## config.mk

```make
export PLATFORM = sky130hd
export DESIGN_NAME = software_timer_event_table_top
export DESIGN_NICKNAME = d
export VERILOG_FILES = /design/src/sv/stet_pkg.sv /design/src/sv/software_timer_event_table_top.sv /design/src/sv/stet_ram.sv /design/src/sv/stet_ctrl.sv /design/src/sv/stet_dp.sv
export SDC_FILE = /design/constraint.sdc
export NUM_CORES = 1
export LEC_CHECK = 0
export BUFFER_PORTS_ARGS = -buffer_cell sky130_fd_sc_hd__clkbuf_2
export CAP_MARGIN = 10
export CORE_MARGIN = 3
export CORE_UTILIZATION = 40
export CTS_CLUSTER_SIZE = 14
export DETAILED_ROUTE_END_ITERATION = 8
export GPL_ROUTABILITY_DRIVEN = 0
export PLACE_DENSITY = 0.56
export SETUP_SLACK_MARGIN = 0.5
export SYNTH_ARGS = -nofsm -noshare
export SYNTH_HDL_FRONTEND = slang
export SYNTH_SLANG_ARGS = --single-unit
```

## constraint.sdc

```tcl
create_clock -name clock -period 11.9 [get_ports clock]
set_input_delay 2.38 -clock clock [delete_from_list [all_inputs] [get_ports clock]]
set_output_delay 2.38 -clock clock [all_outputs]
set_load 0.005 [all_outputs]
```

## src/sv/stet_pkg.sv

```systemverilog
`default_nettype none

package stet_pkg;

   localparam int EVT_W  = 8;
   localparam int DUR_W  = 32;
   localparam int SLOT_W = 4;
   localparam int FIRE_W = 5;

   localparam int MAX_FIRE = 16;

   localparam logic [1:0] OP_TICK     = 2'd0;
   localparam logic [1:0] OP_ACTIVATE = 2'd1;
   localparam logic [1:0] OP_SERVICE  = 2'd2;

   localparam logic KIND_REPLY = 1'b0;
   localparam logic KIND_FIRED = 1'b1;

   typedef struct packed {
      logic load;
      logic walk;
      logic finish;
   } cmd_type;

   typedef struct packed {
      logic walk_done;
      logic finish_ok;
   } sts_type;

endpackage

`default_nettype wire

```

## src/sv/software_timer_event_table_top.sv

```systemverilog
// an activate reply leaves from the finish step, after the walk over the slot rams
// one item at a time: req_stall stays high from transfer until the finish step completes
// fired results leave during the walk, the final one from the finish step
// a stalled result side holds the walk or the finish step and stretches the item
// reset: synchronous, active high; all slots inactive, no clearing pass needed
`default_nettype none

module software_timer_event_table_top #(
   parameter int NUM_TIMERS = 16
) (
   input  wire logic                          clock,
   input  wire logic                          reset,
   input  wire logic                          req_valid,
   output logic                               req_stall,
   input  wire logic [1:0]                    req_opcode,
   input  wire logic [stet_pkg::EVT_W-1:0]    req_event_id,
   input  wire logic [stet_pkg::DUR_W-1:0]    req_duration_ms,
   input  wire logic                          req_reset_mode,
   output logic                               rsp_valid,
   input  wire logic                          rsp_stall,
   output logic                               rsp_kind,
   output logic      [stet_pkg::SLOT_W-1:0]   rsp_slot,
   output logic      [stet_pkg::EVT_W-1:0]    rsp_fired_event,
   output logic                               rsp_table_full,
   output logic                               rsp_last
);

   stet_pkg::cmd_type cmd;
   stet_pkg::sts_type sts;

   stet_ctrl u_ctrl (
      .clock     (clock),
      .reset     (reset),
      .req_valid (req_valid),
      .req_stall (req_stall),
      .cmd       (cmd),
      .sts       (sts)
   );

   stet_dp #(
      .NUM_TIMERS (NUM_TIMERS)
   ) u_dp (
      .clock           (clock),
      .reset           (reset),
      .cmd             (cmd),
      .sts             (sts),
      .req_opcode      (req_opcode),
      .req_event_id    (req_event_id),
      .req_duration_ms (req_duration_ms),
      .req_reset_mode  (req_reset_mode),
      .rsp_valid       (rsp_valid),
      .rsp_stall       (rsp_stall),
      .rsp_kind        (rsp_kind),
      .rsp_slot        (rsp_slot),
      .rsp_fired_event (rsp_fired_event),
      .rsp_table_full  (rsp_table_full),
      .rsp_last        (rsp_last)
   );

`ifndef ASSERT_OFF
   a_busy_after_transfer: assert property (@(posedge clock) disable iff (reset)
      req_valid && !req_stall |=> req_stall)
      else $error("input side not busy after transfer");

   a_reply_is_last: assert property (@(posedge clock) disable iff (reset)
      rsp_valid && (rsp_kind == stet_pkg::KIND_REPLY) |-> rsp_last)
      else $error("activate reply not marked last");

   a_fired_not_full: assert property (@(posedge clock) disable iff (reset)
      rsp_valid && (rsp_kind == stet_pkg::KIND_FIRED) |-> !rsp_table_full)
      else $error("fired result flagged full");

   a_full_slot_zero: assert property (@(posedge clock) disable iff (reset)
      rsp_valid && rsp_table_full |-> (rsp_slot == '0))
      else $error("full reply with nonzero slot");
`endif

endmodule

`default_nettype wire

```

## src/sv/stet_ram.sv

```systemverilog
`default_nettype none

module stet_ram #(
   parameter int WIDTH = 8,
   parameter int DEPTH = 16,
   localparam int AW = (DEPTH > 1) ? $clog2(DEPTH) : 1
) (
   input  wire logic                  clock,
   input  wire logic                  wr_en,
   input  wire logic [AW-1:0]         wr_addr,
   input  wire logic [WIDTH-1:0]      wr_data,
   input  wire logic                  rd_en,
   input  wire logic [AW-1:0]         rd_addr,
   output logic      [WIDTH-1:0]      rd_data
);

   logic [WIDTH-1:0] mem_ff [DEPTH];
   logic [WIDTH-1:0] rd_data_ff;

   always_ff @(posedge clock) begin
      if (wr_en) begin
         mem_ff[wr_addr] <= wr_data;
      end
      if (rd_en) begin
         rd_data_ff <= mem_ff[rd_addr];
      end
   end

   assign rd_data = rd_data_ff;

endmodule

`default_nettype wire

```

## src/sv/stet_ctrl.sv

```systemverilog
`default_nettype none

module stet_ctrl (
   input  wire logic              clock,
   input  wire logic              reset,
   input  wire logic              req_valid,
   output logic                   req_stall,
   output stet_pkg::cmd_type      cmd,
   input  wire stet_pkg::sts_type sts
);

   typedef enum logic [1:0] {
      IDLE,
      WALK,
      FINISH
   } state_type;

   state_type state_ff;
   logic      stall_ff;
   logic      accept;

   assign accept = req_valid && !stall_ff;

   always_ff @(posedge clock) begin
      if (reset) begin
         state_ff <= IDLE;
         stall_ff <= 1'b0;
      end else begin
         case (state_ff)
            IDLE: begin
               if (accept) begin
                  state_ff <= WALK;
                  stall_ff <= 1'b1;
               end
            end
            WALK: begin
               if (sts.walk_done) begin
                  state_ff <= FINISH;
               end
            end
            FINISH: begin
               if (sts.finish_ok) begin
                  state_ff <= IDLE;
                  stall_ff <= 1'b0;
               end
            end
            default: begin
               state_ff <= IDLE;
               stall_ff <= 1'b0;
            end
         endcase
      end
   end

   assign req_stall  = stall_ff;
   assign cmd.load   = accept && (state_ff == IDLE);
   assign cmd.walk   = (state_ff == WALK);
   assign cmd.finish = (state_ff == FINISH);

endmodule

`default_nettype wire

```

## src/sv/stet_dp.sv

```systemverilog
`default_nettype none

module stet_dp #(
   parameter int NUM_TIMERS = 16
) (
   input  wire logic                          clock,
   input  wire logic                          reset,
   input  wire stet_pkg::cmd_type             cmd,
   output stet_pkg::sts_type                  sts,
   input  wire logic [1:0]                    req_opcode,
   input  wire logic [stet_pkg::EVT_W-1:0]    req_event_id,
   input  wire logic [stet_pkg::DUR_W-1:0]    req_duration_ms,
   input  wire logic                          req_reset_mode,
   output logic                               rsp_valid,
   input  wire logic                          rsp_stall,
   output logic                               rsp_kind,
   output logic      [stet_pkg::SLOT_W-1:0]   rsp_slot,
   output logic      [stet_pkg::EVT_W-1:0]    rsp_fired_event,
   output logic                               rsp_table_full,
   output logic                               rsp_last
);

   localparam int IDX_W = (NUM_TIMERS > 1) ? $clog2(NUM_TIMERS) : 1;
   localparam int CNT_W = $clog2(NUM_TIMERS + 1);

   // captured item
   logic [1:0]                 op_ff, op_in;
   logic [stet_pkg::EVT_W-1:0] ev_ff, ev_in;
   logic [stet_pkg::DUR_W-1:0] dur_ff, dur_in;
   logic                       reload_ff, reload_in;

   // walk
   logic [CNT_W-1:0] rd_idx_ff, rd_idx_in;
   logic             e_vld_ff, e_vld_in;
   logic [IDX_W-1:0] e_idx_ff, e_idx_in;

   // activate search
   logic             match_fnd_ff, match_fnd_in;
   logic [IDX_W-1:0] match_idx_ff, match_idx_in;
   logic             free_fnd_ff, free_fnd_in;
   logic [IDX_W-1:0] free_idx_ff, free_idx_in;

   // service
   logic [stet_pkg::FIRE_W-1:0] fire_cnt_ff, fire_cnt_in;
   logic                        hold_vld_ff, hold_vld_in;
   logic [stet_pkg::SLOT_W-1:0] hold_slot_ff, hold_slot_in;
   logic [stet_pkg::EVT_W-1:0]  hold_evt_ff, hold_evt_in;

   logic [NUM_TIMERS-1:0] active_ff, active_in;

   // output register
   logic                        rsp_valid_ff, rsp_valid_in;
   logic                        rsp_kind_ff;
   logic [stet_pkg::SLOT_W-1:0] rsp_slot_ff;
   logic [stet_pkg::EVT_W-1:0]  rsp_fired_event_ff;
   logic                        rsp_table_full_ff;
   logic                        rsp_last_ff;

   logic                        out_load;
   logic                        out_kind;
   logic [stet_pkg::SLOT_W-1:0] out_slot;
   logic [stet_pkg::EVT_W-1:0]  out_evt;
   logic                        out_full;
   logic                        out_last;
   logic                        out_free;

   logic                        rd_more, cur_act, fire, blocked, adv, rd_en, finish_ok;
   logic [stet_pkg::EVT_W-1:0]  evt_rd, evt_wd;
   logic [stet_pkg::DUR_W-1:0]  rem_rd, rem_wd;
   logic                        evt_we, rem_we;
   logic [IDX_W-1:0]            evt_wa, rem_wa;

   stet_ram #(
      .WIDTH (stet_pkg::EVT_W),
      .DEPTH (NUM_TIMERS)
   ) u_evt_ram (
      .clock   (clock),
      .wr_en   (evt_we),
      .wr_addr (evt_wa),
      .wr_data (evt_wd),
      .rd_en   (rd_en),
      .rd_addr (rd_idx_ff[IDX_W-1:0]),
      .rd_data (evt_rd)
   );

   stet_ram #(
      .WIDTH (stet_pkg::DUR_W),
      .DEPTH (NUM_TIMERS)
   ) u_rem_ram (
      .clock   (clock),
      .wr_en   (rem_we),
      .wr_addr (rem_wa),
      .wr_data (rem_wd),
      .rd_en   (rd_en),
      .rd_addr (rd_idx_ff[IDX_W-1:0]),
      .rd_data (rem_rd)
   );

   assign out_free = !rsp_valid_ff || !rsp_stall;
   assign rd_more  = (rd_idx_ff < CNT_W'(NUM_TIMERS));
   assign cur_act  = active_ff[e_idx_ff];
   assign fire     = e_vld_ff && (op_ff == stet_pkg::OP_SERVICE) && cur_act &&
                     (rem_rd == '0) &&
                     (fire_cnt_ff < stet_pkg::FIRE_W'(stet_pkg::MAX_FIRE));
   assign blocked  = fire && hold_vld_ff && !out_free;
   assign adv      = cmd.walk && !blocked;
   assign rd_en    = adv && rd_more;
   assign finish_ok = out_free ||
                      !((op_ff == stet_pkg::OP_ACTIVATE) ||
                        ((op_ff == stet_pkg::OP_SERVICE) && hold_vld_ff));

   assign sts.walk_done = cmd.walk && !e_vld_ff && !rd_more;
   assign sts.finish_ok = finish_ok;

   always_comb begin
      op_in        = op_ff;
      ev_in        = ev_ff;
      dur_in       = dur_ff;
      reload_in    = reload_ff;
      rd_idx_in    = rd_idx_ff;
      e_vld_in     = e_vld_ff;
      e_idx_in     = e_idx_ff;
      match_fnd_in = match_fnd_ff;
      match_idx_in = match_idx_ff;
      free_fnd_in  = free_fnd_ff;
      free_idx_in  = free_idx_ff;
      fire_cnt_in  = fire_cnt_ff;
      hold_vld_in  = hold_vld_ff;
      hold_slot_in = hold_slot_ff;
      hold_evt_in  = hold_evt_ff;
      active_in    = active_ff;

      rem_we   = 1'b0;
      rem_wa   = e_idx_ff;
      rem_wd   = rem_rd - stet_pkg::DUR_W'(1);
      evt_we   = 1'b0;
      evt_wa   = free_idx_ff;
      evt_wd   = ev_ff;

      out_load = 1'b0;
      out_kind = stet_pkg::KIND_REPLY;
      out_slot = '0;
      out_evt  = '0;
      out_full = 1'b0;
      out_last = 1'b1;

      if (cmd.load) begin
         op_in        = req_opcode;
         ev_in        = req_event_id;
         dur_in       = req_duration_ms;
         reload_in    = req_reset_mode;
         rd_idx_in    = '0;
         e_vld_in     = 1'b0;
         match_fnd_in = 1'b0;
         free_fnd_in  = 1'b0;
         fire_cnt_in  = '0;
         hold_vld_in  = 1'b0;
      end else if (adv) begin
         rd_idx_in = rd_idx_ff + CNT_W'(rd_more);
         e_vld_in  = rd_more;
         e_idx_in  = rd_idx_ff[IDX_W-1:0];
         if (e_vld_ff) begin
            case (op_ff)
               stet_pkg::OP_TICK: begin
                  if (cur_act && (rem_rd != '0)) begin
                     rem_we = 1'b1;
                  end
               end
               stet_pkg::OP_ACTIVATE: begin
                  if (cur_act && (evt_rd == ev_ff) && !match_fnd_ff) begin
                     match_fnd_in = 1'b1;
                     match_idx_in = e_idx_ff;
                  end
                  if (!cur_act && !free_fnd_ff) begin
                     free_fnd_in = 1'b1;
                     free_idx_in = e_idx_ff;
                  end
               end
               stet_pkg::OP_SERVICE: begin
                  if (fire) begin
                     active_in[e_idx_ff] = 1'b0;
                     fire_cnt_in  = fire_cnt_ff + stet_pkg::FIRE_W'(1);
                     hold_vld_in  = 1'b1;
                     hold_slot_in = stet_pkg::SLOT_W'(e_idx_ff);
                     hold_evt_in  = evt_rd;
                     if (hold_vld_ff) begin
                        out_load = 1'b1;
                        out_kind = stet_pkg::KIND_FIRED;
                        out_slot = hold_slot_ff;
                        out_evt  = hold_evt_ff;
                        out_last = 1'b0;
                     end
                  end
               end
               default: begin
               end
            endcase
         end
      end

      if (cmd.finish && finish_ok) begin
         case (op_ff)
            stet_pkg::OP_ACTIVATE: begin
               out_load = 1'b1;
               if (match_fnd_ff) begin
                  rem_we   = reload_ff;
                  rem_wa   = match_idx_ff;
                  rem_wd   = dur_ff;
                  out_slot = stet_pkg::SLOT_W'(match_idx_ff);
               end else if (free_fnd_ff) begin
                  rem_we   = 1'b1;
                  rem_wa   = free_idx_ff;
                  rem_wd   = dur_ff;
                  evt_we   = 1'b1;
                  active_in[free_idx_ff] = 1'b1;
                  out_slot = stet_pkg::SLOT_W'(free_idx_ff);
               end else begin
                  out_full = 1'b1;
               end
            end
            stet_pkg::OP_SERVICE: begin
               if (hold_vld_ff) begin
                  out_load    = 1'b1;
                  out_kind    = stet_pkg::KIND_FIRED;
                  out_slot    = hold_slot_ff;
                  out_evt     = hold_evt_ff;
                  hold_vld_in = 1'b0;
               end
            end
            default: begin
            end
         endcase
      end

      if (out_load) begin
         rsp_valid_in = 1'b1;
      end else if (!rsp_stall) begin
         rsp_valid_in = 1'b0;
      end else begin
         rsp_valid_in = rsp_valid_ff;
      end
   end

   always_ff @(posedge clock) begin
      if (reset) begin
         active_ff    <= '0;
         rsp_valid_ff <= 1'b0;
         e_vld_ff     <= 1'b0;
         hold_vld_ff  <= 1'b0;
         rd_idx_ff    <= '0;
         fire_cnt_ff  <= '0;
         match_fnd_ff <= 1'b0;
         free_fnd_ff  <= 1'b0;
         op_ff        <= stet_pkg::OP_TICK;
      end else begin
         active_ff    <= active_in;
         rsp_valid_ff <= rsp_valid_in;
         e_vld_ff     <= e_vld_in;
         hold_vld_ff  <= hold_vld_in;
         rd_idx_ff    <= rd_idx_in;
         fire_cnt_ff  <= fire_cnt_in;
         match_fnd_ff <= match_fnd_in;
         free_fnd_ff  <= free_fnd_in;
         op_ff        <= op_in;
      end
      ev_ff        <= ev_in;
      dur_ff       <= dur_in;
      reload_ff    <= reload_in;
      e_idx_ff     <= e_idx_in;
      match_idx_ff <= match_idx_in;
      free_idx_ff  <= free_idx_in;
      hold_slot_ff <= hold_slot_in;
      hold_evt_ff  <= hold_evt_in;
      if (out_load) begin
         rsp_kind_ff        <= out_kind;
         rsp_slot_ff        <= out_slot;
         rsp_fired_event_ff <= out_evt;
         rsp_table_full_ff  <= out_full;
         rsp_last_ff        <= out_last;
      end
   end

   assign rsp_valid       = rsp_valid_ff;
   assign rsp_kind        = rsp_kind_ff;
   assign rsp_slot        = rsp_slot_ff;
   assign rsp_fired_event = rsp_fired_event_ff;
   assign rsp_table_full  = rsp_table_full_ff;
   assign rsp_last        = rsp_last_ff;

endmodule

`default_nettype wire
```

### Yosys cells after proc, flatten, opt, wreduce, memory -nomap -nowiden

Memories as Yosys holds them, arrays and structs flattened. A register that Yosys moved wholly into a read port is not among the register bits.
Index checks and enable logic that the tools add are counted.

* RAM bits: 640
* memories: 2
* input bits: 47
* output and inout port bits: 17
* word-level logic and storage cells: 195
* register bits: 116

Memory list
* u_dp.u_rem_ram.mem_ff: depth 16, bits a word 32, read ports 1, clocked after Yosys merged registers in 1, wr ports 1, line stet_ram.sv:17 `logic [WIDTH-1:0] mem_ff [DEPTH];`
* u_dp.u_evt_ram.mem_ff: depth 16, bits a word 8, read ports 1, clocked after Yosys merged registers in 1, wr ports 1, line stet_ram.sv:17

* multiplexer cells: 90
* equality and inequality tests: 9
* bitwise logic cells: 11
* add/subtract/negate cells: 3
* reductions and logical operators: 50
* order comparisons: 6

Operators with widths (count)
* 2-to-1 mux 16 bit: 9
* 2-to-1 mux 32 bit: 4
* 2-to-1 mux 8 bit: 9
* 2-to-1 mux 4 bit: 14
* 2-to-1 mux 1 bit: 44
* zero test 32 bit: 1
* nonzero test 32 bit: 1
* subtractor 32 x 1 -> 32 bit, second input constant: 1
* logical AND 1 bit: 20
* bitwise AND 16 bit: 1
* inverter 16 bit: 1
* OR 16 bit: 1
* AND reduction 5 bit: 3
* AND reduction 4 bit: 3
* zero test 1 bit: 11
* less-than comparator 4 x 5 -> 1 bit, second input constant: 2
* less-than comparator 5 bit, second input constant: 2
* demux 1 bit (select 4 bit): 2
* == test 8 bit: 1
* greater-or-equal comparator 4 x 1 -> 1 bit, second input constant: 2
* inverter 1 bit: 8
* case mux 4 bit (2 select lines): 1
* 2-to-1 mux 2 bit: 3
* case mux 2 bit (3 select lines): 1
* 16 further kinds: 24

### Logic depth before layout (Yosys ltp)

Gate-level depths: netlist of run 1.

* depth after elaboration: 17
* depth in mapped cells: 10

### By module

A second synthesis of run 1 with hierarchy kept.

* cell total of the unflattened synthesis: 1607
* area, all modules: 31102.3 sq um

By module, submodules not included
* stet_ram at u_dp.u_rem_ram: area each 20155.6 sq um, instances 1, cells each 838
* stet_dp: area each 5572.8 sq um, instances 1, cells each 522
* stet_ram at u_dp.u_evt_ram: area each 5227.5 sq um, instances 1, cells each 229
* stet_ctrl: area each 146.4 sq um, instances 1, cells each 18

### Worst setup path after synthesis of run 1

OpenSTA, ideal clock, no wires.

* path kind: input to register
* start point: input port req_valid
* end point: register u_dp.hold_vld_ff
* data required time: 11.779 ns
* path slack: 3.638 ns
* arrival time: 8.141 ns
* cell stages on the path: 3
* path through: nor4b_1 -> nor2_1 -> o221a_2

* word-level cells in the longest chain between the ends: 6

RTL lines
* start, declared: line software_timer_event_table_top.sv:13 `input wire logic req_valid,`
* logical AND 1 bit (*): line stet_ctrl.sv:22 `assign accept = req_valid && !stall_ff;`
* logical AND 1 bit (*): line stet_ctrl.sv:56 `assign cmd.load = accept && (state_ff == IDLE);`
* 2-to-1 mux 1 bit (*): line stet_dp.sv:147 `if (cmd.load) begin`
* 2-to-1 mux 1 bit: line stet_dp.sv:222 `if (hold_vld_ff) begin`
* 2-to-1 mux 1 bit: line stet_dp.sv:202 `case (op_ff)`
* 2-to-1 mux 1 bit (*): line stet_dp.sv:201 `if (cmd.finish && finish_ok) begin`
* end signal, assigned: line stet_dp.sv:259 `hold_vld_ff <= hold_vld_in;`
* end, declared: line stet_dp.sv:45 `logic hold_vld_ff, hold_vld_in;`

Mark *: on every way between the ends. The rest lies on a longest branch, timed or not.
A chain may end at the register's enable or synchronous reset.

### Final worst setup path of run 1

* start point: input port rsp_stall
* end point: memory u_dp.u_rem_ram.mem_ff[15][3] (netlist name) (enable)

* word-level cells in the longest chain between the ends: 14
* elaborated cells on any way between the ends: 17
* classes of those cells: mux (9); reduce/logical (8)

RTL lines
* start, declared: line software_timer_event_table_top.sv:20 `input wire logic rsp_stall,`
* zero test 1 bit (*): line stet_dp.sv:99 `assign out_free = !rsp_valid_ff || !rsp_stall;`
* logical OR 1 bit (*): line stet_dp.sv:99
* zero test 1 bit: line stet_dp.sv:105 `assign blocked = fire && hold_vld_ff && !out_free;`
* logical AND 1 bit: line stet_dp.sv:105
* zero test 1 bit: line stet_dp.sv:106 `assign adv = cmd.walk && !blocked;`
* logical AND 1 bit: line stet_dp.sv:106
* 2-to-1 mux 1 bit: line stet_dp.sv:158 `end else if (adv) begin`
* 2-to-1 mux 1 bit: line stet_dp.sv:147
* 2-to-1 mux 1 bit: line stet_dp.sv:210 `end else if (free_fnd_ff) begin`
* 2-to-1 mux 1 bit: line stet_dp.sv:205 `if (match_fnd_ff) begin`
* 2-to-1 mux 1 bit: line stet_dp.sv:202
* 2-to-1 mux 1 bit: line stet_dp.sv:201
* 2-to-1 mux 1 bit: line stet_ram.sv:21 `if (wr_en) begin`
* 2-to-1 mux 1 bit (implied by the code): line stet_ram.sv:22 `mem_ff[wr_addr] <= wr_data;`
* end, declared: line stet_ram.sv:17

Marks and branches as above.

==> results.sh, run 1 <==
export IMPL_result_of_the_run="finished clean"
export IMPL_clock_tree_from_tritoncts="done"
export IMPL_slew_hr=0.226
export IMPL_synthesis_yosys_warnings=0
export IMPL_met3_usage=0.0335
export IMPL_synth_seq_area_share=0.754
export IMPL_start_util=0.407
export IMPL_portion_of_the_clock_cycle_consumed_by_the_worst_path_in_the_final_layout=0.441
export IMPL_most_common_layout_cells="760 x edfxtp_1, 200 x mux4_2, 89 x clkbuf_16"
export IMPL_synth_cells=1528
export IMPL_drtPass1Iterations=5
export IMPL_worst_setup_hold_path_clk_slew_ps=60
export IMPL_grt_use_total=0.176
export IMPL_layout_commonest_cell="edfxtp_1"
export IMPL_regToRegEndpoint="u_dp.u_rem_ram.mem_ff[15][3]$_DFFE_PP_"
export IMPL_rows=101
export IMPL_ir_drop_mv=0.104
export IMPL_syn2layout_area_growth_pct=14.5
export IMPL_route_final_wire_length_mm=70.8
export IMPL_die_area_mm2=0.0814
export IMPL_wl_per_cell_um=25.7
export IMPL_number_of_flops_mapped_to_enable_cells_by_yosys=760
export IMPL_pin_count=64
export IMPL_critical_path_class="in2reg"
export IMPL_insertedDiodeCount=0
export IMPL_mappedNetlistNets=1583
export IMPL_max_freq_mhz=191
export IMPL_fraction_of_layout_cells_with_a_size_suffix_above_1=0.285
export IMPL_r2r_setup_slack_ps=7380
export IMPL_critical_path_arrival_ps=5470
export IMPL_min_from="u_dp.fire_cnt_ff[4]$_SDFFE_PP0P_"
export IMPL_startpoint_type="input port"
export IMPL_clk_root_buffer_cell="clkbuf_16"
export IMPL_remaining_drc_errors=0
export IMPL_worst_case_clock_buffer_depth=3
export IMPL_max_cap_viol_count=0
export IMPL_via_count=15219
export IMPL_depth_of_the_worst_register_to_register_path=6
export IMPL_tightestPinTransition_ps=1160
export IMPL_clkSinkCount=796
export IMPL_grt_setup_unrepaired="no"
export IMPL_total_leakage_power_nw=10.7
export IMPL_fill_cells=6482
export IMPL_power_mw=5.86
export IMPL_asyncSetResetFlopFracSynth=0
export IMPL_drtIter0Drc=1292
export IMPL_crit_end="u_dp.u_rem_ram.mem_ff[15][3]$_DFFE_PP_"
export IMPL_grt_antenna_before_repair=1
export IMPL_cts_buffers_inserted=86
export IMPL_timing_hold_violations_final=0
export IMPL_place_hpwl_mm=38.5
export IMPL_core_mm2=0.0766
export IMPL_cp_data_required_time_ps=12130
export IMPL_buffer_ports_inserted=63
export IMPL_power_density_mw_per_mm2=164
export IMPL_dp_cells=2604
export IMPL_global_route_peak_usage_layer="met2"
export IMPL_setup_violations=0
export IMPL_setup_tns_final_ps=0
export IMPL_grt_start_max_net_pins=91
export IMPL_cts_max_level=3
export IMPL_crit_start="rsp_stall"
export IMPL_grt_overflow_total=0
export IMPL_mappedNetlistArea_mm2=0.0312
export IMPL_vias_per_instance=5.52
export IMPL_r2r_start="u_dp.u_rem_ram.rd_data[24]$_DFFE_PP_"
export IMPL_worstPathMaxFanout=63
export IMPL_synth_seq_cells=796
export IMPL_drtAntennaViolNets=0
export IMPL_first_global_vias=15837
export IMPL_grt_first_pass_wirelength_mm=106
export IMPL_post_cts_resize_count=0
export IMPL_finalNonFillerCells=2759
export IMPL_finClkSkew_ps=25.5
export IMPL_cts_setup_buffers=0
export IMPL_synth_lib_cells_used_distinct=65
export IMPL_yosys_most_used_dff="edfxtp_1"
export IMPL_timing_critical_path_to_type="register"
export IMPL_synth_avg_cell_area_um2=20.4
export IMPL_worst_skew_pair_latency_ps=630
export IMPL_timing_hold_worst_class="reg2reg"
export IMPL_post_route_min_period_ps=5240
export IMPL_die_width_um=285
export IMPL_globalRouteMet2Util=0.279
export IMPL_slew_viol_final=0
export IMPL_met1_usage=0.250
export IMPL_nets=1717
export IMPL_dieHeight_um=285
export IMPL_hold_buffers=0
==> flip-flops by register name, indices dropped and copies added, names as in the netlist, 5 cells and up <==
name	cells
u_dp.active_ff	16
u_dp.u_evt_ram.rd_data	8
u_dp.ev_ff	8
u_dp.u_rem_ram.mem_ff	512
u_dp.hold_evt_ff	8
u_dp.rsp_fired_event	8
u_dp.u_rem_ram.rd_data	32
u_dp.fire_cnt_ff	5
u_dp.rd_idx_ff	5
u_dp.dur_ff	32
u_dp.u_evt_ram.mem_ff	128
==> synth_stat cells (all sizes together), types with 5 or more instances <==
master  count  share of area
mux4      200           0.14
a211oi      8         0.0022
nand3      15         0.0024
edfxtp    760           0.73
mux2i      10         0.0032
dfxtp      36          0.023
a22oi      10         0.0024
buf        24         0.0042
or4         9         0.0026
o21a        5         0.0012
or3        12         0.0026
a311oi     10         0.0028
xnor2      23         0.0065
nor2b       7         0.0014
nand2      61         0.0073
nor3       23         0.0045
nand3b      5         0.0013
inv        25         0.0030
a41oi       5         0.0020
nand4b      6         0.0017
nand4       8         0.0016
nor2       76         0.0091
xor2       16         0.0045
and2       14         0.0028
a21oi      13         0.0024
nor4       13         0.0026
clkbuf     51         0.0061
o21ai      32         0.0053
ha          8         0.0032
==> worst min-delay path by stage <==
| stage | end | slack [ps] | cells past startpoint |
|---|---|---|---|
| global placement | u_dp.fire_cnt_ff[4]$_SDFFE_PP0P_ | 440 | 1 |
| floorplan | u_dp.e_idx_ff[2]$_DFFE_PP_ | 410 | 0 |
| CTS | u_dp.fire_cnt_ff[4]$_SDFFE_PP0P_ | 470 | 1 |
| global route | u_dp.fire_cnt_ff[4]$_SDFFE_PP0P_ | 500 | 1 |
| finish | u_dp.fire_cnt_ff[4]$_SDFFE_PP0P_ | 470 | 1 |
| detailed placement | u_dp.fire_cnt_ff[4]$_SDFFE_PP0P_ | 460 | 1 |
==> worst max-delay path, stage by stage <==
cell,delay [ps]
clkbuf_2,90
nand2_1,390
nand2_1,300
nor2_4,160
buf_4,590
a41oi_4,340
and3b_2,1180
==> report_power, final <==
part / switching (mW) / internal (mW)
clock network: 1.09 / 1.44
logic: 0.110 / 0.0878
registers: 0.0336 / 3.10
total: 1.23 / 4.63
==> layout make-up <==
class,instances,area (um2),share of cell area
multi-input combinational,632,7370,0.206
inverter,25,93.8,0.00263
sequential,796,23600,0.659
clock inverter,45,360,0.0101
clock buffer,110,2310,0.0645
tap,1030,1290,0.0361
timing repair buffer,121,756,0.0211
==> metrics by stage <==
stage	utilization	worst slack, ps	hold WS [ps]	instance area [um2]
final	0.467	6660	466	35700
after global routing	0.467	6440	500	35700
after CTS	0.467	6650	471	35700
after detailed placement	0.432	5980	457	33100
after global placement	0.432	6100	440	33100
after floorplan	-	3640	406	31200
==> routing by layer <==
metal / share of wire / up-vias
met5: 0 / -
met4: 0.022 / 0
met3: 0.056 / 102
met2: 0.48 / 452
met1: 0.44 / 8082
li1: - / 6583
==> cell families after synthesis <==
family / count (synthesis) / synth area share
adders and majority gates: 8 / 0.00321
buffers and inverters: 100 / 0.0133
AOI/OAI and AO/OA: 103 / 0.0243
DFF: 796 / 0.754
xor gates and xnor gates: 39 / 0.0109
muxes: 212 / 0.148
and+or+nand+nor: 270 / 0.0455
Note: power is estimated with default switching activity, not from simulation.
==> run 2: changes to the inputs <==
--- a/config.mk
+++ b/config.mk
@@ -5,6 +5,7 @@
 export SDC_FILE = /design/constraint.sdc
 export NUM_CORES = 1
 export LEC_CHECK = 0
+export ABC_AREA = 1
 export BUFFER_PORTS_ARGS = -buffer_cell sky130_fd_sc_hd__clkbuf_2
 export CAP_MARGIN = 10
 export CORE_MARGIN = 3
==> constraint.sdc (replaced) <==
create_clock -name clock -period 5 [get_ports clock]
set_input_delay 1 -clock clock [delete_from_list [all_inputs] [get_ports clock]]
set_output_delay 1 -clock clock [all_outputs]
set_load 0.005 [all_outputs]
==> run 2 against run 1 <==
Against the previous run: combinational power grew to 4.7 times the previous value; sequential cell count did not move; global-route usage grew 1.1 points; worst hold slack got worse by 20 ps; die area increased by 3.5%; wire length is 12% higher; critical path depth up 8; clock-buffer cell count down 16; setup slack got worse by 5500 ps; critical endpoint is now u_dp.u_rem_ram.mem_ff[3][19]$_DFFE_PP_; largest cell class unchanged; largest power group unchanged.
==> results.sh, run 2 <==
export IMPL_post_synth_top_area_fraction=0.706
export IMPL_slew_hr=0.175
export IMPL_cts_setup_buffers=0
export IMPL_crit_slowest_cell="nor2_4"
export IMPL_r2r_start="u_dp.e_idx_ff[0]$_DFFE_PP_"
export IMPL_worst_setup_hold_path_clk_slew_ps=60
export IMPL_layout_commonest_cell="edfxtp_1"
export IMPL_most_common_layout_cells="760 x edfxtp_1, 458 x nor2_1, 273 x nand2_1"
export IMPL_finClkSkew_ps=24.5
export IMPL_synth_seq_cells=796
export IMPL_startpoint_type="register"
export IMPL_synthesis_yosys_warnings=0
export IMPL_worst_path_dominant_cell_family="simple AND/OR/NAND/NOR gates"
export IMPL_clock_tree_from_tritoncts="done"
export IMPL_total_leakage_power_nw=12.2
export IMPL_critical_path_class="reg2reg"
export IMPL_flip_flop_count_of_the_largest_register_all_copies_and_words_added=512
export IMPL_via_count=20086
export IMPL_crit_chain="inv_2, nand2_1, nand2_1, nand2_1, nand2_1, nand2_1, nand2_2, inv_2, nand2_1, nand3_1, nand2_2, o21ai_2, nand2_1, nor2_4, buf_4"
export IMPL_max_freq_mhz=260
export IMPL_grt_overflow_total=0
export IMPL_netlist_top_cells_area="edfxtp_1 71%, nor2_1 5.5%, o21ai_0 3.2%, nand2_1 3.2%, o32ai_1 2.5%"
export IMPL_vias_per_instance=5.42
export IMPL_drtIter0Drc=1822
export IMPL_setup_tns_final_ps=0
export IMPL_mappedNetlistNets=2586
export IMPL_crit_end="u_dp.u_rem_ram.mem_ff[3][19]$_DFFE_PP_"
export IMPL_clkSinkCount=796
export IMPL_depth_of_the_worst_register_to_register_path=15
export IMPL_remaining_drc_errors=0
export IMPL_largest_register="u_dp.u_rem_ram.mem_ff"
export IMPL_buffer_ports_inserted=63
export IMPL_area_sequential_mm2=0.0236
export IMPL_place_hpwl_mm=46.5
export IMPL_fill_cells=6995
export IMPL_post_cts_resize_count=0
export IMPL_setup_violations=0
export IMPL_synth_cells=2531
export IMPL_grt_setup_unrepaired="no"
export IMPL_portion_of_the_clock_cycle_consumed_by_the_worst_path_in_the_final_layout=0.768
export IMPL_asyncSetResetFlopFracSynth=0
export IMPL_worstPathMaxFanout=14
export IMPL_drtAntennaViolNets=0
export IMPL_slew_viol_final=0
export IMPL_synth_area_leader_cell="edfxtp_1"
export IMPL_fin_area_mm2=0.0367
export IMPL_insertedDiodeCount=0
export IMPL_timing_critical_path_buf_inv=3
export IMPL_timing_hold_worst_class="reg2reg"
export IMPL_yosysMostFrequentCell="edfxtp_1"
export IMPL_cts_buffers_inserted=85
export IMPL_hold_buffers=0
export IMPL_grt_first_pass_wirelength_mm=122
export IMPL_grt_start_max_net_pins=185
export IMPL_cts_max_level=3
export IMPL_crit_start="u_dp.e_idx_ff[0]$_DFFE_PP_"
export IMPL_drtPass1Iterations=6
export IMPL_rows=103
export IMPL_synthTopCellsByCount="760 x edfxtp_1, 476 x nor2_1, 273 x nand2_1"
export IMPL_tightestPinTransition_ps=1230
export IMPL_pin_count=64
export IMPL_post_route_min_period_ps=3840
export IMPL_max_cap_viol_count=0
export IMPL_yosys_most_used_dff="edfxtp_1"
export IMPL_placed_cell_area_mm2=0.0339
export IMPL_grt_antenna_before_repair=0
export IMPL_syn2layout_area_growth_pct=13.6
export IMPL_critical_path_arrival_ps=4150
export IMPL_ir_drop_mv=0.261
export IMPL_footprint_of_the_multi_input_gates_mm2=0.00778
export IMPL_core_mm2=0.0795
export IMPL_die_width_um=290
export IMPL_route_final_wire_length_mm=79.5
export IMPL_mappedNetlistArea_mm2=0.0323
export IMPL_r2r_setup_slack_ps=1160
export IMPL_synth_avg_cell_area_um2=12.8
export IMPL_synth_lib_cells_used_distinct=51
export IMPL_first_global_vias=19995
export IMPL_timing_hold_violations_final=0
export IMPL_number_of_flops_mapped_to_enable_cells_by_yosys=760
export IMPL_regToRegEndpoint="u_dp.u_rem_ram.mem_ff[3][19]$_DFFE_PP_"
export IMPL_worst_skew_pair_latency_ps=640
export IMPL_timing_critical_path_to_type="register"
export IMPL_dieHeight_um=290
export IMPL_die_area_mm2=0.0843
export IMPL_fraction_of_layout_cells_with_a_size_suffix_above_1=0.119
export IMPL_power_density_mw_per_mm2=400
export IMPL_start_util=0.407
export IMPL_wl_per_cell_um=21.5
export IMPL_result_of_the_run="finished clean"
export IMPL_critical_path_most_common_cell="nand2_1"
export IMPL_worst_case_clock_buffer_depth=3
export IMPL_synth_seq_area_share=0.728
export IMPL_reg_top3="u_dp.u_rem_ram.mem_ff (512), u_dp.u_evt_ram.mem_ff (128)"
export IMPL_grt_use_total=0.186
export IMPL_nets=2644
export IMPL_cp_slowest_stage_delay_ps=710
export IMPL_cp_data_required_time_ps=5310
export IMPL_cp_num_cells=15
export IMPL_clk_root_buffer_cell="clkbuf_16"
## run 2: changes by cell type after synthesis, moves of 96 or more
cell and delta:
nand2_1 +212, o21ai_0 +175, nand3_1 +96, inv_1 +109, mux4_2 -200, nor2_1 +400
## run 2: area by class of cell
cell class / count / area share
Tap cell: 1050 / 0.0358
Clock inverter: 57 / 0.0160
Sequential cell: 796 / 0.641
Clock buffer: 94 / 0.0588
Inverter: 147 / 0.0154
Timing Repair Buffer: 109 / 0.0207
Multi-Input combinational cell: 1450 / 0.212
## run 2: worst reg2reg max path, stage by stage (launching register included)
cell and delay [ps]:
edfxtp_1 650, inv_2 200, nand2_1 100, nand2_1 50, nand2_1 50, nand2_1 70, nand2_1 70, nand2_2 80
inv_2 50, nand2_1 90, nand3_1 100, nand2_2 170, o21ai_2 240, nand2_1 500, nor2_4 720, buf_4 370
## run 2: worst min-delay path by stage
stage | cells past startpoint | from | endpoint | slack [ps]
3_5_place_dp | 0 | u_dp.u_evt_ram.rd_data[5]$_DFFE_PP_ | u_dp.hold_evt_ff[5]$_DFFE_PP_ | 440
4_1_cts | 0 | u_dp.u_evt_ram.rd_data[5]$_DFFE_PP_ | u_dp.hold_evt_ff[5]$_DFFE_PP_ | 450
5_1_grt | 0 | u_dp.u_evt_ram.rd_data[0]$_DFFE_PP_ | u_dp.hold_evt_ff[0]$_DFFE_PP_ | 460
6_report | 0 | u_dp.u_evt_ram.rd_data[5]$_DFFE_PP_ | u_dp.hold_evt_ff[5]$_DFFE_PP_ | 450
3_3_place_gp | 0 | u_dp.u_evt_ram.rd_data[3]$_DFFE_PP_ | u_dp.hold_evt_ff[3]$_DFFE_PP_ | 440
2_1_floorplan | 0 | u_dp.u_evt_ram.rd_data[0]$_DFFE_PP_ | u_dp.hold_evt_ff[0]$_DFFE_PP_ | 430
## run 2: where the power goes
part	switching (mW)	leakage [nW]	internal [mW]
registers	0.127	7.13	7.48
clock network	2.56	1.34	3.59
logic	0.663	3.68	0.268
total	3.35	12.2	11.3
## run 2: metrics by stage
stage | setup WS [ps] | utilization | power [mW] | instances | hold slack (ps)
2_1_floorplan | 746 | - | 8.32 | 2531 | 426
3_3_place_gp | 1210 | 0.427 | 8.65 | 3549 | 441
3_5_place_dp | 1120 | 0.427 | 8.68 | 3549 | 436
4_1_cts | 1180 | 0.461 | 14.8 | 3700 | 450
5_1_grt | 832 | 0.462 | 15.2 | 3703 | 458
6_report | 1160 | 0.462 | 14.7 | 3703 | 446
## run 2: per-layer routing
layer	vias to the layer above	share of wire	GRT usage	wire length [um]
li1	9313	-	-	-
met1	9954	0.45	0.265	35600
met2	692	0.46	0.295	36700
met3	127	0.066	0.0335	5250
met4	0	0.025	0.0525	2020
met5	-	0	0	0
## run 2: cell families (layout without fill, tap and decap cells)
| logic type | after synthesis | in the layout | share of synthesized area |
|---|---|---|---|
| XOR/XNOR | 15 | 15 | 0.00406 |
| flip-flops | 796 | 796 | 0.728 |
| multiplexers | 69 | 69 | 0.0214 |
| buffers and inverters | 285 | 407 | 0.0355 |
| adder cells (fa/ha/maj) | 8 | 8 | 0.00310 |
| AND/OR/NAND/NOR | 921 | 921 | 0.118 |
| AO/OA/AOI/OAI | 437 | 437 | 0.0896 |
